<file path="config.mk">
export PLATFORM = sky130hd
export DESIGN_NAME = barrel_shifter_alu_flags
export DESIGN_NICKNAME = d
export VERILOG_FILES = /design/src/bsaf_pkg.sv /design/src/bsaf_front.sv /design/src/bsaf_queue.sv /design/src/bsaf_back.sv /design/src/barrel_shifter_alu_flags.sv
export SDC_FILE = /design/constraint.sdc
export NUM_CORES = 1
export LEC_CHECK = 0
export ABC_CLOCK_PERIOD_IN_PS = 7950
export BUFFER_PORTS_ARGS = -buffer_cell sky130_fd_sc_hd__buf_2
export CORE_ASPECT_RATIO = 1.2
export CORE_MARGIN = 2
export CORE_UTILIZATION = 23
export DETAILED_ROUTE_END_ITERATION = 7
export PLACE_DENSITY = 0.43
export SYNTH_ARGS = -nofsm -noshare
export SYNTH_HDL_FRONTEND = slang
export SYNTH_SLANG_ARGS = --single-unit
</file>
<file path="constraint.sdc">
create_clock -name clk_i -period 7.95 [get_ports clk_i]
set_input_delay 0.3975 -clock clk_i [delete_from_list [all_inputs] [get_ports clk_i]]
set_output_delay 0.3975 -clock clk_i [all_outputs]
set_load 0.1 [all_outputs]
</file>
<file path="src/bsaf_pkg.sv">
// ----------------------------------------------------------------------------
// bsaf_pkg - shared types for the barrel shifter ALU
// Transfer payloads, queue entry layout, opcode and shift kind codes.
// ----------------------------------------------------------------------------
package bsaf_pkg;

  typedef enum logic [3:0] {
    ALU_AND = 4'd0,
    ALU_EOR = 4'd1,
    ALU_SUB = 4'd2,
    ALU_RSB = 4'd3,
    ALU_ADD = 4'd4,
    ALU_ADC = 4'd5,
    ALU_SBC = 4'd6,
    ALU_RSC = 4'd7,
    ALU_TST = 4'd8,
    ALU_TEQ = 4'd9,
    ALU_CMP = 4'd10,
    ALU_CMN = 4'd11,
    ALU_ORR = 4'd12,
    ALU_MOV = 4'd13,
    ALU_BIC = 4'd14,
    ALU_MVN = 4'd15
  } alu_e;

  typedef enum logic [1:0] {
    SH_LSL = 2'd0,
    SH_LSR = 2'd1,
    SH_ASR = 2'd2,
    SH_ROR = 2'd3
  } shift_e;

  localparam logic [1:0] TestGroup = 2'b10;
  localparam logic [3:0] PcIndex   = 4'd15;

  typedef struct packed {
    logic [3:0]  func;
    logic        set_flags;
    logic        use_immediate;
    logic [7:0]  imm_byte;
    logic [3:0]  rotate_amount;
    logic [2:0]  shift_kind;
    logic [4:0]  shift_amount;
    logic [3:0]  dest_index;
    logic [31:0] first_operand;
    logic [31:0] shift_source;
    logic [7:0]  shift_count_byte;
    logic [3:0]  flags_in;
  } in_t;

  typedef struct packed {
    logic [31:0] result;
    logic        write_dest;
    logic [3:0]  dest_out;
    logic [3:0]  nzcv_out;
    logic        flags_write;
  } out_t;

  // decoded operation handed from front to back
  typedef struct packed {
    alu_e        func;
    logic [31:0] op_a;
    logic [31:0] op_b;
    logic        shift_carry;
    logic [3:0]  flags_in;
    logic [3:0]  dest;
    logic        write_dest;
    logic        flags_write;
  } op_t;

endpackage

</file>
<file path="src/bsaf_front.sv">
// ----------------------------------------------------------------------------
// bsaf_front - operand shifter and writeback classification
// Builds the second operand and shifter carry, decides register/flag writes.
// ----------------------------------------------------------------------------
module bsaf_front (
  input  bsaf_pkg::in_t item_i,
  input  logic          core_variant_i,
  output bsaf_pkg::op_t op_o
);

  logic [31:0]        src;
  logic               cin;
  logic [7:0]         amt;
  logic [4:0]         amt_lo;
  logic               amt_big;
  logic               amt_eq32;
  logic               pass;
  logic               rrx;
  logic [1:0]         kind;
  logic [32:0]        lsl_w;
  logic [32:0]        lsr_w;
  logic signed [32:0] asr_w;
  logic [63:0]        ror_w;
  logic [63:0]        imm_w;
  logic [31:0]        sh_val;
  logic               sh_c;
  logic [31:0]        b_val;
  logic               b_c;
  logic               is_test;

  assign src     = item_i.shift_source;
  assign cin     = item_i.flags_in[1];
  assign kind    = item_i.shift_kind[2:1];

  always_comb begin
    if (item_i.shift_kind[0]) begin
      amt  = item_i.shift_count_byte;
      pass = (item_i.shift_count_byte == 8'd0);
      rrx  = 1'b0;
    end else begin
      amt  = (item_i.shift_amount != 5'd0) ? {3'd0, item_i.shift_amount} : 8'd32;
      pass = (item_i.shift_amount == 5'd0) && (kind == bsaf_pkg::SH_LSL);
      rrx  = (item_i.shift_amount == 5'd0) && (kind == bsaf_pkg::SH_ROR);
    end
  end

  assign amt_lo   = amt[4:0];
  assign amt_big  = |amt[7:5];
  assign amt_eq32 = (amt == 8'd32);
  assign lsl_w    = {1'b0, src} << amt_lo;
  assign lsr_w    = {src, 1'b0} >> amt_lo;
  assign asr_w    = $signed({src, 1'b0}) >>> amt_lo;
  assign ror_w    = {src, src} >> amt_lo;
  assign imm_w    = {24'd0, item_i.imm_byte, 24'd0, item_i.imm_byte}
                    >> {item_i.rotate_amount, 1'b0};

  always_comb begin
    unique case (bsaf_pkg::shift_e'(kind))
      bsaf_pkg::SH_LSL: begin
        sh_val = amt_big ? 32'd0 : lsl_w[31:0];
        sh_c   = amt_big ? (amt_eq32 & src[0]) : lsl_w[32];
      end
      bsaf_pkg::SH_LSR: begin
        sh_val = amt_big ? 32'd0 : lsr_w[32:1];
        sh_c   = amt_big ? (amt_eq32 & src[31]) : lsr_w[0];
      end
      bsaf_pkg::SH_ASR: begin
        sh_val = amt_big ? {32{src[31]}} : asr_w[32:1];
        sh_c   = amt_big ? src[31] : asr_w[0];
      end
      default: begin
        sh_val = ror_w[31:0];
        sh_c   = ror_w[31];
      end
    endcase
  end

  always_comb begin
    priority if (item_i.use_immediate) begin
      if (item_i.rotate_amount == 4'd0) begin
        b_val = {24'd0, item_i.imm_byte};
        b_c   = cin;
      end else begin
        b_val = imm_w[31:0];
        b_c   = imm_w[31];
      end
    end else if (pass) begin
      b_val = src;
      b_c   = cin;
    end else if (rrx) begin
      b_val = {cin, src[31:1]};
      b_c   = src[0];
    end else begin
      b_val = sh_val;
      b_c   = sh_c;
    end
  end

  assign is_test = (item_i.func[3:2] == bsaf_pkg::TestGroup);

  always_comb begin
    op_o.func        = bsaf_pkg::alu_e'(item_i.func);
    op_o.op_a        = item_i.first_operand;
    op_o.op_b        = b_val;
    op_o.shift_carry = b_c;
    op_o.flags_in    = item_i.flags_in;
    op_o.dest        = item_i.dest_index;
    if (is_test) begin
      op_o.write_dest  = (item_i.dest_index == bsaf_pkg::PcIndex) && core_variant_i;
      op_o.flags_write = !op_o.write_dest;
    end else begin
      op_o.write_dest  = 1'b1;
      op_o.flags_write = item_i.set_flags;
    end
  end

endmodule

</file>
<file path="src/bsaf_queue.sv">
// ----------------------------------------------------------------------------
// bsaf_queue - short register queue between front and back
// Holds decoded operations so either side can stall independently.
// ----------------------------------------------------------------------------
module bsaf_queue #(
  parameter int Depth = 2
) (
  input  logic          clk_i,
  input  logic          rst_ni,
  input  logic          push_i,
  input  bsaf_pkg::op_t data_i,
  input  logic          pop_i,
  output bsaf_pkg::op_t data_o,
  output logic          full_o,
  output logic          empty_o
);

  localparam int PtrW = (Depth > 1) ? $clog2(Depth) : 1;
  localparam int CntW = $clog2(Depth + 1);
  localparam logic [PtrW-1:0] LastPtr = PtrW'(Depth - 1);
  localparam logic [CntW-1:0] FullCnt = CntW'(Depth);

  bsaf_pkg::op_t   mem_q [Depth];
  logic [PtrW-1:0] wr_ptr_q, wr_ptr_d;
  logic [PtrW-1:0] rd_ptr_q, rd_ptr_d;
  logic [CntW-1:0] count_q, count_d;

  assign full_o  = (count_q == FullCnt);
  assign empty_o = (count_q == '0);
  assign data_o  = mem_q[rd_ptr_q];

  always_comb begin
    wr_ptr_d = wr_ptr_q;
    rd_ptr_d = rd_ptr_q;
    count_d  = count_q;
    if (push_i) begin
      wr_ptr_d = (wr_ptr_q == LastPtr) ? '0 : wr_ptr_q + 1'b1;
    end
    if (pop_i) begin
      rd_ptr_d = (rd_ptr_q == LastPtr) ? '0 : rd_ptr_q + 1'b1;
    end
    if (push_i && !pop_i) begin
      count_d = count_q + 1'b1;
    end else if (pop_i && !push_i) begin
      count_d = count_q - 1'b1;
    end
  end

  always_ff @(posedge clk_i or negedge rst_ni) begin
    if (!rst_ni) begin
      wr_ptr_q <= '0;
      rd_ptr_q <= '0;
      count_q  <= '0;
    end else begin
      wr_ptr_q <= wr_ptr_d;
      rd_ptr_q <= rd_ptr_d;
      count_q  <= count_d;
    end
  end

  always_ff @(posedge clk_i) begin
    if (push_i) begin
      mem_q[wr_ptr_q] <= data_i;
    end
  end

  a_no_overflow: assert property (@(posedge clk_i) disable iff (!rst_ni)
    push_i |-> (!full_o || pop_i))
    else $error("queue push while full");

  a_no_underflow: assert property (@(posedge clk_i) disable iff (!rst_ni)
    pop_i |-> !empty_o)
    else $error("queue pop while empty");

  a_count_bound: assert property (@(posedge clk_i) disable iff (!rst_ni)
    count_q <= FullCnt)
    else $error("queue count out of range");

  a_count_step: assert property (@(posedge clk_i) disable iff (!rst_ni)
    (push_i && !pop_i) |=> (count_q == $past(count_q) + 1'b1))
    else $error("queue count did not advance on push");

endmodule

</file>
<file path="src/bsaf_back.sv">
// ----------------------------------------------------------------------------
// bsaf_back - ALU, flag generation and output register
// Executes one decoded operation per transfer and holds the result.
// ----------------------------------------------------------------------------
module bsaf_back (
  input  logic           clk_i,
  input  logic           rst_ni,
  input  logic           op_valid_i,
  input  bsaf_pkg::op_t  op_i,
  output logic           op_pop_o,
  output logic           out_valid_o,
  input  logic           out_stall_i,
  output bsaf_pkg::out_t out_data_o
);

  logic [31:0]    x, y, res, logic_res;
  logic           add_cin;
  logic           is_arith;
  logic [32:0]    sum;
  logic           c_new, v_new;
  logic           valid_q;
  bsaf_pkg::out_t out_q, out_d;

  always_comb begin
    x         = op_i.op_a;
    y         = op_i.op_b;
    add_cin   = 1'b0;
    is_arith  = 1'b1;
    logic_res = '0;
    unique case (op_i.func)
      bsaf_pkg::ALU_AND, bsaf_pkg::ALU_TST: begin
        is_arith  = 1'b0;
        logic_res = op_i.op_a & op_i.op_b;
      end
      bsaf_pkg::ALU_EOR, bsaf_pkg::ALU_TEQ: begin
        is_arith  = 1'b0;
        logic_res = op_i.op_a ^ op_i.op_b;
      end
      bsaf_pkg::ALU_SUB, bsaf_pkg::ALU_CMP: begin
        y       = ~op_i.op_b;
        add_cin = 1'b1;
      end
      bsaf_pkg::ALU_RSB: begin
        x       = op_i.op_b;
        y       = ~op_i.op_a;
        add_cin = 1'b1;
      end
      bsaf_pkg::ALU_ADD, bsaf_pkg::ALU_CMN: begin
        add_cin = 1'b0;
      end
      bsaf_pkg::ALU_ADC: begin
        add_cin = op_i.flags_in[1];
      end
      bsaf_pkg::ALU_SBC: begin
        y       = ~op_i.op_b;
        add_cin = op_i.flags_in[1];
      end
      bsaf_pkg::ALU_RSC: begin
        x       = op_i.op_b;
        y       = ~op_i.op_a;
        add_cin = op_i.flags_in[1];
      end
      bsaf_pkg::ALU_ORR: begin
        is_arith  = 1'b0;
        logic_res = op_i.op_a | op_i.op_b;
      end
      bsaf_pkg::ALU_MOV: begin
        is_arith  = 1'b0;
        logic_res = op_i.op_b;
      end
      bsaf_pkg::ALU_BIC: begin
        is_arith  = 1'b0;
        logic_res = op_i.op_a & ~op_i.op_b;
      end
      default: begin
        is_arith  = 1'b0;
        logic_res = ~op_i.op_b;
      end
    endcase
  end

  assign sum   = {1'b0, x} + {1'b0, y} + {32'd0, add_cin};
  assign res   = is_arith ? sum[31:0] : logic_res;
  assign c_new = is_arith ? sum[32] : op_i.shift_carry;
  assign v_new = is_arith ? (~(x[31] ^ y[31]) & (x[31] ^ sum[31])) : op_i.flags_in[0];

  always_comb begin
    out_d.result      = res;
    out_d.write_dest  = op_i.write_dest;
    out_d.dest_out    = op_i.dest;
    out_d.flags_write = op_i.flags_write;
    out_d.nzcv_out    = op_i.flags_write ? {res[31], (res == 32'd0), c_new, v_new}
                                         : op_i.flags_in;
  end

  assign op_pop_o    = op_valid_i && (!valid_q || !out_stall_i);
  assign out_valid_o = valid_q;
  assign out_data_o  = out_q;

  always_ff @(posedge clk_i or negedge rst_ni) begin
    if (!rst_ni) begin
      valid_q <= 1'b0;
    end else if (!valid_q || !out_stall_i) begin
      valid_q <= op_valid_i;
    end
  end

  always_ff @(posedge clk_i) begin
    if (op_pop_o) begin
      out_q <= out_d;
    end
  end

  a_writes_something: assert property (@(posedge clk_i) disable iff (!rst_ni)
    valid_q |-> (out_q.write_dest || out_q.flags_write))
    else $error("result neither writes register nor flags");

  a_load_on_pop: assert property (@(posedge clk_i) disable iff (!rst_ni)
    op_pop_o |=> valid_q)
    else $error("popped operation not presented");

endmodule

</file>
<file path="src/barrel_shifter_alu_flags.sv">
// ----------------------------------------------------------------------------
// barrel_shifter_alu_flags - data-processing unit with barrel shifter
// Shifted or rotated second operand, 16-op ALU, NZCV flags, writeback select.
//
//   channel  | direction | handshake               | payload
//   ---------+-----------+-------------------------+---------------------
//   in       | input     | in_valid_i / in_stall_o   | bsaf_pkg::in_t
//   out      | output    | out_valid_o / out_stall_i | bsaf_pkg::out_t
//   cfg      | input     | cfg_valid_i / cfg_ready_o | core_variant (1 bit)
//
// One transfer in and one out per cycle while out_stall_i is low; shift and
// classify go into the queue, then the ALU result into the output register.
// The queue holds QueueDepth operations; in_stall_o rises only when it is full.
// Reset clears the queue, output valid and core_variant; no clearing pass.
// cfg_ready_o is always high.
// ----------------------------------------------------------------------------
module barrel_shifter_alu_flags #(
  parameter int QueueDepth = 2
) (
  input  logic           clk_i,
  input  logic           rst_ni,
  input  logic           in_valid_i,
  output logic           in_stall_o,
  input  bsaf_pkg::in_t  in_data_i,
  output logic           out_valid_o,
  input  logic           out_stall_i,
  output bsaf_pkg::out_t out_data_o,
  input  logic           cfg_valid_i,
  output logic           cfg_ready_o,
  input  logic           cfg_data_i
);

  logic          core_variant_q;
  bsaf_pkg::op_t front_op;
  bsaf_pkg::op_t queue_op;
  logic          push;
  logic          pop;
  logic          q_full;
  logic          q_empty;

  assign cfg_ready_o = 1'b1;

  always_ff @(posedge clk_i or negedge rst_ni) begin
    if (!rst_ni) begin
      core_variant_q <= 1'b0;
    end else if (cfg_valid_i && cfg_ready_o) begin
      core_variant_q <= cfg_data_i;
    end
  end

  assign in_stall_o = q_full;
  assign push       = in_valid_i && !q_full;

  bsaf_front u_front (
    .item_i         (in_data_i),
    .core_variant_i (core_variant_q),
    .op_o           (front_op)
  );

  bsaf_queue #(
    .Depth (QueueDepth)
  ) u_queue (
    .clk_i   (clk_i),
    .rst_ni  (rst_ni),
    .push_i  (push),
    .data_i  (front_op),
    .pop_i   (pop),
    .data_o  (queue_op),
    .full_o  (q_full),
    .empty_o (q_empty)
  );

  bsaf_back u_back (
    .clk_i       (clk_i),
    .rst_ni      (rst_ni),
    .op_valid_i  (!q_empty),
    .op_i        (queue_op),
    .op_pop_o    (pop),
    .out_valid_o (out_valid_o),
    .out_stall_i (out_stall_i),
    .out_data_o  (out_data_o)
  );

endmodule
</file>
==> results of run 1 <==
## cell type report
| class | count | area, sq um |
|---|---|---|
| fill | 8370 | 58100 |
| multi-input combinational | 1604 | 11300 |
| sequential | 206 | 6160 |
| tap | 1035 | 1290 |
| timing repair buffer | 193 | 1060 |
| clock buffer | 23 | 533 |
| inverter | 48 | 180 |
| clock inverter | 9 | 76.3 |
## cell families after synthesis
| family | count (synthesis) | synth area share (%) |
|---|---|---|
| AO/OA/AOI/OAI | 645 | 23.8 |
| AND/OR/NAND/NOR | 576 | 14.2 |
| multiplexers | 294 | 18.0 |
| flip-flops | 206 | 33.8 |
| buffers and inverters | 184 | 4.50 |
| adder cells (fa/ha/maj) | 67 | 4.67 |
| XOR/XNOR | 21 | 1.01 |
| other | 1 | 0.0206 |
## power by group through the flow
stage          combinational, mW  clock, mW  sequential [mW]
2_1_floorplan               3.93          0             2.64
3_3_place_gp                6.44          0             1.83
3_5_place_dp                6.45          0             1.84
4_1_cts                     6.48      0.966             1.82
5_1_grt                     7.02       1.00             1.84
6_report                    6.50      0.924             1.81
## worst register-to-register path, stage by stage (launching register included)
cell	delay [ns]
sky130_fd_sc_hd__dfrtp_4	0.50
sky130_fd_sc_hd__buf_4	0.48
sky130_fd_sc_hd__and3b_1	0.42
sky130_fd_sc_hd__nor2_1	0.17
sky130_fd_sc_hd__nor2_2	0.82
sky130_fd_sc_hd__a22oi_1	0.20
sky130_fd_sc_hd__o21ai_0	0.14
sky130_fd_sc_hd__ha_1	0.35
sky130_fd_sc_hd__nand4_1	0.27
sky130_fd_sc_hd__or3_1	0.46
sky130_fd_sc_hd__a2111oi_0	0.73
sky130_fd_sc_hd__a211oi_1	0.13
sky130_fd_sc_hd__nor4b_1	0.45
sky130_fd_sc_hd__o211ai_1	0.15
sky130_fd_sc_hd__nor4_1	0.32
sky130_fd_sc_hd__nand3_1	0.17
sky130_fd_sc_hd__o41ai_2	0.31
## flip-flops by register name, summed over array words and instances, names as in the netlist
| register | flops |
|---|---|
| core_variant_q | 1 |
| u_back.out_data_o | 42 |
| u_back.out_valid_o | 1 |
| u_queue.count_q | 2 |
| u_queue.mem_q | 158 |
| u_queue.rd_ptr_q | 1 |
| u_queue.wr_ptr_q | 1 |
## cells in the final DEF (no fill, tap or decap), types with 15 or more instances in the layout
| master | instances |
|---|---|
| sky130_fd_sc_hd__mux4_2 | 15 |
| sky130_fd_sc_hd__o22ai_1 | 29 |
| sky130_fd_sc_hd__nor2_1 | 216 |
| sky130_fd_sc_hd__mux2_2 | 43 |
| sky130_fd_sc_hd__edfxtp_1 | 200 |
| sky130_fd_sc_hd__clkbuf_16 | 21 |
| sky130_fd_sc_hd__o32ai_1 | 15 |
| sky130_fd_sc_hd__ha_1 | 64 |
| sky130_fd_sc_hd__nand3_1 | 30 |
| sky130_fd_sc_hd__a21o_1 | 16 |
| sky130_fd_sc_hd__buf_4 | 37 |
| sky130_fd_sc_hd__mux2i_1 | 217 |
| sky130_fd_sc_hd__nor3_1 | 54 |
| sky130_fd_sc_hd__o21ai_0 | 145 |
| sky130_fd_sc_hd__a221oi_1 | 18 |
| sky130_fd_sc_hd__a31oi_1 | 20 |
| sky130_fd_sc_hd__o221ai_1 | 33 |
| sky130_fd_sc_hd__inv_1 | 47 |
| sky130_fd_sc_hd__buf_2 | 155 |
| sky130_fd_sc_hd__nand2_1 | 171 |
| sky130_fd_sc_hd__o31ai_1 | 16 |
| sky130_fd_sc_hd__o21a_1 | 17 |
| sky130_fd_sc_hd__a211oi_1 | 25 |
| sky130_fd_sc_hd__o211ai_1 | 33 |
| sky130_fd_sc_hd__a22oi_1 | 28 |
| sky130_fd_sc_hd__a21oi_1 | 144 |
## repair_timing
action	CTS	global route
setup buffers	0	0
hold endpoints to repair	6	0
hold buffers	1	0
## worst max-delay path by stage
stage,start,to,cells past startpoint
after floorplan,u_queue.rd_ptr_q$_DFFE_PN0P_,u_back.out_data_o[3]$_DFFE_PP_,23
after global placement,u_queue.rd_ptr_q$_DFFE_PN0P_,u_back.out_data_o[3]$_DFFE_PP_,16
after CTS,u_queue.rd_ptr_q$_DFFE_PN0P_,u_back.out_data_o[3]$_DFFE_PP_,16
after global routing,u_queue.rd_ptr_q$_DFFE_PN0P_,u_back.out_data_o[3]$_DFFE_PP_,17
after detailed placement,u_queue.rd_ptr_q$_DFFE_PN0P_,u_back.out_data_o[3]$_DFFE_PP_,16
final,u_queue.rd_ptr_q$_DFFE_PN0P_,u_back.out_data_o[3]$_DFFE_PP_,16
## metrics by stage
stage          hold slack, ns  util [%]  cells
4_1_cts                0.0181      26.2   3118
2_1_floorplan           0.102         -   1994
3_3_place_gp            0.272      25.4   3085
6_report               0.0474      26.2   3118
5_1_grt                0.0371      26.2   3118
3_5_place_dp            0.277      25.4   3085
## per-layer routing
metal  wire length [um]  GRT usage (%)
met5                 30              0
met4               3900           8.58
met3               3330           1.47
met2              39200           33.2
met1              32100           22.9
==> flow_summary.yaml, run 1 <==
pwr:
  finalPower_mw: 9.23
  p_switching_mw: 5.03
  irDropWorstVdd_v: 0.000177
  combinationalPowerShare_pct: 70.4
  p_seq_share_pct: 19.6
  switching_share_pct: 54.4
  power.static_leakage_nw: 7.83
  power-per-cell-area_nw_per_um2: 447
  p_clk_share_pct: 10.0
  intPower_mw: 4.21
critical_path:
  critPathArrivalTime_ns: 6.61
  list_of_cells_traversed_by_the_critical_path: "buf_4 > and3b_1 > nor2_1 > nor2_2 > a22oi_1 > o21ai_0 > ha_1 > nand4_1 > or3_1 > a2111oi_0 > a211oi_1 > nor4b_1 > o211ai_1 > nor4_1 > nand3_1 > o41ai_2"
  cp_top_family: "simple AND/OR/NAND/NOR gates"
  worst-path-max-fanout: 37
  criticalPathCategory: "flop to flop"
  worstReg2RegEnd: "u_back.out_data_o[3]$_DFFE_PP_"
  crit_slowest_cell: "sky130_fd_sc_hd__nor2_2"
  cp_data_required_time_ns: 8.29
  setup.worst_path.start_class: "flop"
  critPathCaptureType: "flop"
  critPathMaxStageDelay_ns: 0.82
  origin_of_the_critical_flop_to_flop_path: "u_queue.rd_ptr_q$_DFFE_PN0P_"
  cp_num_buf_inv: 1
  rr_worst_depth: 16
  reg2reg_setup_slack_ns: 1.68
synth:
  synthArstFlopShare_pct: 2.91
  synth_edf_count: 200
  yosys_warnings: 0
  synth.cells.most_frequent: "sky130_fd_sc_hd__mux2i_1, sky130_fd_sc_hd__nor2_1, sky130_fd_sc_hd__edfxtp_1"
  synthesis.area_sq_um: 18200
  synth_top_cell_by_area: "sky130_fd_sc_hd__edfxtp_1"
  sequential_element_share_of_the_synthesized_area_pct: 33.8
  yosysMostFrequentCell: "sky130_fd_sc_hd__mux2i_1"
  ys.flop_type: "sky130_fd_sc_hd__edfxtp_1"
  area_contributors_post_synth: "sky130_fd_sc_hd__edfxtp_1, sky130_fd_sc_hd__mux2i_1, sky130_fd_sc_hd__nor2_1"
  yosys_register_bits: 206
  syn_avg_cell_area_sq_um: 9.14
  synthDistinctLibCells: 94
  gate_count_of_the_mapped_netlist: 1994
  syn_nets: 2172
  synth_top_area_share_pct: 33.0
cts:
  tritoncts_clock_tree: "done"
  clock_tree.buffer_depth: 3
  worstSkewPairLatency_ns: 0.54
  clock-root-buffer: "sky130_fd_sc_hd__clkbuf_16"
  cts.clk_slew.worst_paths_ns: 0.07
  cts-htree-levels: 1
  cts-resized-gates: 0
  clkSinkCount: 206
  cts_made_buffers: 21
sta:
  final_clock_period_utilization_by_the_worst_path_pct: 78.9
  worst_clock_skew_ns: 0.0196
  totalNegativeSetupSlack_ns: 0
  final-max-slew-violation-count: 0
  fmax_mhz: 159
  final-hold-violation-count: 0
  worst_slew_pin_slew_ns: 1.05
  min_period_ns: 6.27
  max_slew_headroom_pct: 30.1
  setup-violations-final: 0
  final_worst_path_setup_slack_ns: 1.68
  grt_setup_unrepaired: "no"
grt:
  antenna_found_initial: 3
  global_route.usage.total_pct: 18.7
  first_global_vias: 16800
  grt_first_pass_wirelength_mm: 114
  largest_net_degree_at_the_start_of_global_routing: 62
  grt_remaining_overflow: 0
die:
  floorplan.rows: 113
  floorplan.initialDensity_pct: 23.1
  design.portCount: 157
  fp.dieW_um: 261
  floorplan.die_area_sq_um: 81500
  fp.dieH_um: 312
  core_region_area_sq_um: 78800
cells_and_area:
  postLayoutCellArea_sq_um: 20600
  area_delta_synth_final_pct: 13.3
  ratio_of_cells_with_drive_above_1_in_the_final_layout_pct: 16.3
  antenna_cells: 0
  total_nets_final: 2252
run_status:
  outcome: "complete, no violations"
route:
  drtAntennaViolNets: 0
  dr.pass1.iters: 6
  drt-wirelength-per-cell_um: 25.2
  wl_mm: 78.6
  drc_violations_left: 0
  post_dr_vias_cell: 5.47
  detail_route.iter0.violations: 1578
  num_vias: 17100
place:
  placed_cell_area_sq_um: 20000
  numPortBuffers: 155
  finalWeightedCongestion: 0.922
  dp_slack_ns: 1.68
  detailed_place_hpwl_mm: 60.7
hold_path:
  min_to: "u_queue.mem_q[0][59]$_DFFE_PP_"
  min_path_cells: 1
  hp-class: "input port to flop"
  hold_path_startpoint: "in_data_i[60]"
run:
  max_cap_viol_count: 0
Power figures use the tool's default switching activity.
==> inputs of run 2 (changes only) <==
ABC_AREA = 1   (was not set)
ABC_CLOCK_PERIOD_IN_PS = 5900   (was 7950)
clock period = 5.9 ns   (was 7.95 ns; I/O delays follow)
==> run 2 against run 1 <==
Against the previous run:
- combinational power increased by 77%
- sequential share of layout area down 3.0 points
- utilization rose by 0.32 points
- synthesized area up 10%
- via count increased by 26%
- maximum frequency increased by 29%
- first-iteration DRC count grew 27%
- cell count grew 41%
- hold slack got worse by 0.029 ns
==> flow_summary.yaml, run 2 <==
cells_and_area:
  top_reg_by_flops: "u_queue.mem_q"
  layout_common_cells: "sky130_fd_sc_hd__nand2_1, sky130_fd_sc_hd__nand3_1, sky130_fd_sc_hd__inv_1"
  ratio_of_cells_with_drive_above_1_in_the_final_layout_pct: 10.7
  total_nets_final: 3421
  largest_reg_flops: 158
  layout_commonest_cell: "sky130_fd_sc_hd__nand2_1"
  area_delta_synth_final_pct: 14.3
  postLayoutCellArea_sq_um: 22900
  utilization_pct: 26.5
sta:
  final_clock_period_utilization_by_the_worst_path_pct: 82.3
  worst_clock_skew_ns: 0.0173
  min_period_ns: 4.86
  totalNegativeSetupSlack_ns: 0
  grt_setup_unrepaired: "no"
  setup-violations-final: 0
  max_slew_headroom_pct: 31.1
  fmax_mhz: 206
  final_worst_path_setup_slack_ns: 1.04
  final-hold-violation-count: 0
  worst_slew_pin_slew_ns: 1.03
  final-max-slew-violation-count: 0
cts:
  cts.clk_slew.worst_paths_ns: 0.07
  cts_setup_buffers: 0
  cts_made_buffers: 21
  clkSinkCount: 206
  cts-htree-levels: 1
  clock-root-buffer: "sky130_fd_sc_hd__clkbuf_16"
  worstSkewPairLatency_ns: 0.53
  cts-resized-gates: 0
  tritoncts_clock_tree: "done"
  clock_tree.buffer_depth: 3
synth:
  synth_top_cell_by_area: "sky130_fd_sc_hd__edfxtp_1"
  syn_avg_cell_area_sq_um: 6.41
  synth.cells.most_frequent: "sky130_fd_sc_hd__nand2_1, sky130_fd_sc_hd__nand3_1, sky130_fd_sc_hd__inv_1"
  gate_count_of_the_mapped_netlist: 3131
  yosys_warnings: 0
  synthArstFlopShare_pct: 2.91
  area_contributors_post_synth: "sky130_fd_sc_hd__edfxtp_1, sky130_fd_sc_hd__nand2_1, sky130_fd_sc_hd__nand3_1"
  sequential_element_share_of_the_synthesized_area_pct: 30.7
  synthDistinctLibCells: 56
  yosysMostFrequentCell: "sky130_fd_sc_hd__nand2_1"
  synthesis.area_sq_um: 20100
  yosys_register_bits: 206
  synth_edf_count: 200
  synth_top_area_share_pct: 29.9
  ys.flop_type: "sky130_fd_sc_hd__edfxtp_1"
  syn_nets: 3309
critical_path:
  crit_slowest_cell: "sky130_fd_sc_hd__dfrtp_4"
  origin_of_the_critical_flop_to_flop_path: "u_queue.rd_ptr_q$_DFFE_PN0P_"
  critPathMaxStageDelay_ns: 0.59
  worstReg2RegEnd: "u_back.out_data_o[3]$_DFFE_PP_"
  rr_worst_depth: 28
  criticalPathCategory: "flop to flop"
  reg2reg_setup_slack_ns: 1.04
  critPathCaptureType: "flop"
  setup.worst_path.start_class: "flop"
  worst-path-max-fanout: 18
  critPathArrivalTime_ns: 5.26
  cp_data_required_time_ns: 6.30
  crit_top_cell: "sky130_fd_sc_hd__nand2_1"
die:
  core_region_area_sq_um: 86400
  design.portCount: 157
  fp.dieH_um: 327
  floorplan.die_area_sq_um: 89600
  fp.dieW_um: 274
  floorplan.rows: 118
  floorplan.initialDensity_pct: 23.2
route:
  drc_violations_left: 0
  dr.pass1.iters: 6
  post_dr_vias_cell: 4.88
  drt-wirelength-per-cell_um: 20.1
  num_vias: 21500
  wl_mm: 88.6
  drtAntennaViolNets: 0
  detail_route.iter0.violations: 2005
place:
  finalWeightedCongestion: 0.988
  detailed_place_hpwl_mm: 70.1
  dp_slack_ns: 1.05
  placed_cell_area_sq_um: 21800
  numPortBuffers: 155
grt:
  grt_first_pass_wirelength_mm: 130
  first_global_vias: 20300
  grt_remaining_overflow: 0
  largest_net_degree_at_the_start_of_global_routing: 82
  global_route.usage.total_pct: 19.2
  antenna_found_initial: 7
hold_path:
  hp-class: "input port to flop"
  min_to: "u_queue.mem_q[1][77]$_DFFE_PP_"
  min_path_cells: 1
  hold_path_startpoint: "in_data_i[104]"
pwr:
  power-per-cell-area_nw_per_um2: 669
  finalPower_mw: 15.3
  power.static_leakage_nw: 10.6
  irDropWorstVdd_v: 0.000427
run_status:
  outcome: "complete, no violations"
run:
  max_cap_viol_count: 0
## run 2: cell count changes after synthesis, sizes merged, moves of 50 or more
cell   before   now
nand2     172  1110
nand3      30   338
inv        48   321
mux2i     236    18
o21ai     156   285
nor2      220   288
or2         8    58
## run 2: power by group
part	switching [mW]	internal, mW	total (mW)
Sequential	0.141	2.34	2.48
Clock	0.580	0.771	1.35
Combinational	8.41	3.09	11.5
## run 2: worst max path at each step
| stage | from | endpoint | slack [ns] | depth (start not counted) |
|---|---|---|---|---|
| 3_5_place_dp | u_queue.rd_ptr_q$_DFFE_PN0P_ | u_back.out_data_o[3]$_DFFE_PP_ | 1.05 | 28 |
| 4_1_cts | u_queue.rd_ptr_q$_DFFE_PN0P_ | u_back.out_data_o[3]$_DFFE_PP_ | 1.04 | 28 |
| 6_report | u_queue.rd_ptr_q$_DFFE_PN0P_ | u_back.out_data_o[3]$_DFFE_PP_ | 1.04 | 28 |
| 5_1_grt | u_queue.rd_ptr_q$_DFFE_PN0P_ | u_back.out_data_o[3]$_DFFE_PP_ | 0.56 | 27 |
| 2_1_floorplan | u_queue.count_q[1]$_DFFE_PN0P_ | u_queue.mem_q[1][0]$_DFFE_PP_ | 1.48 | 3 |
| 3_3_place_gp | u_queue.rd_ptr_q$_DFFE_PN0P_ | u_back.out_data_o[3]$_DFFE_PP_ | 1.13 | 28 |
## run 2: metal layers
layer	vias to the layer above	GRT usage (%)	share of wire [%]
met1	9908	23.4	40
met2	777	34.0	49
met4	4	9.11	5.3
met5	-	0	0.028
met3	186	1.63	5.3
li1	10600	-	-
## run 2: cells by family (layout without fill, tap and decap cells)
| kind of cell | after synthesis | after routing | share of synthesized area [%] |
|---|---|---|---|
| AOI/OAI and AO/OA | 523 | 523 | 15.1 |
| xor gates and xnor gates | 4 | 4 | 0.175 |
| adders and majority gates | 66 | 66 | 4.19 |
| muxes | 19 | 19 | 0.973 |
| DFF | 206 | 206 | 30.7 |
| buffers and inverters | 464 | 591 | 9.86 |
| other | 1 | 2 | 0.0187 |
| and+or+nand+nor | 1848 | 1848 | 39.0 |
## run 2: final cells by class
type,instances,area [sq um]
inverters,325,1230
clock buffers,25,561
repair buffers,228,1440
diodes,1,2.50
fillers,9850,63400
multi-input cells,2461,12000
well taps,1140,1430
clock inverters,13,130
flip-flops and latches,206,6160
## run 2: per-stage QoR
stage               hold slack (ns)  instances
floorplan                 -0.000591       3131
global placement              0.137       4317
detailed placement            0.136       4317
CTS                        0.000978       4398
global route                0.00485       4398
finish                       0.0185       4399
## run 2: timing repair
item / in CTS / in global routing
hold buffers: 43 / 0
endpoints found under the hold margin: 86 / 0
setup endpoints to repair: 0 / 0
## run 2: worst max-delay path: cells and delay by family, from the launching register on
kind	cells	cell delay, ns
and+or+nand+nor	19	1.99
buffers and inverters	6	1.28
AOI/OAI and AO/OA	1	0.14
adders and majority gates	2	0.70
DFF	1	0.59
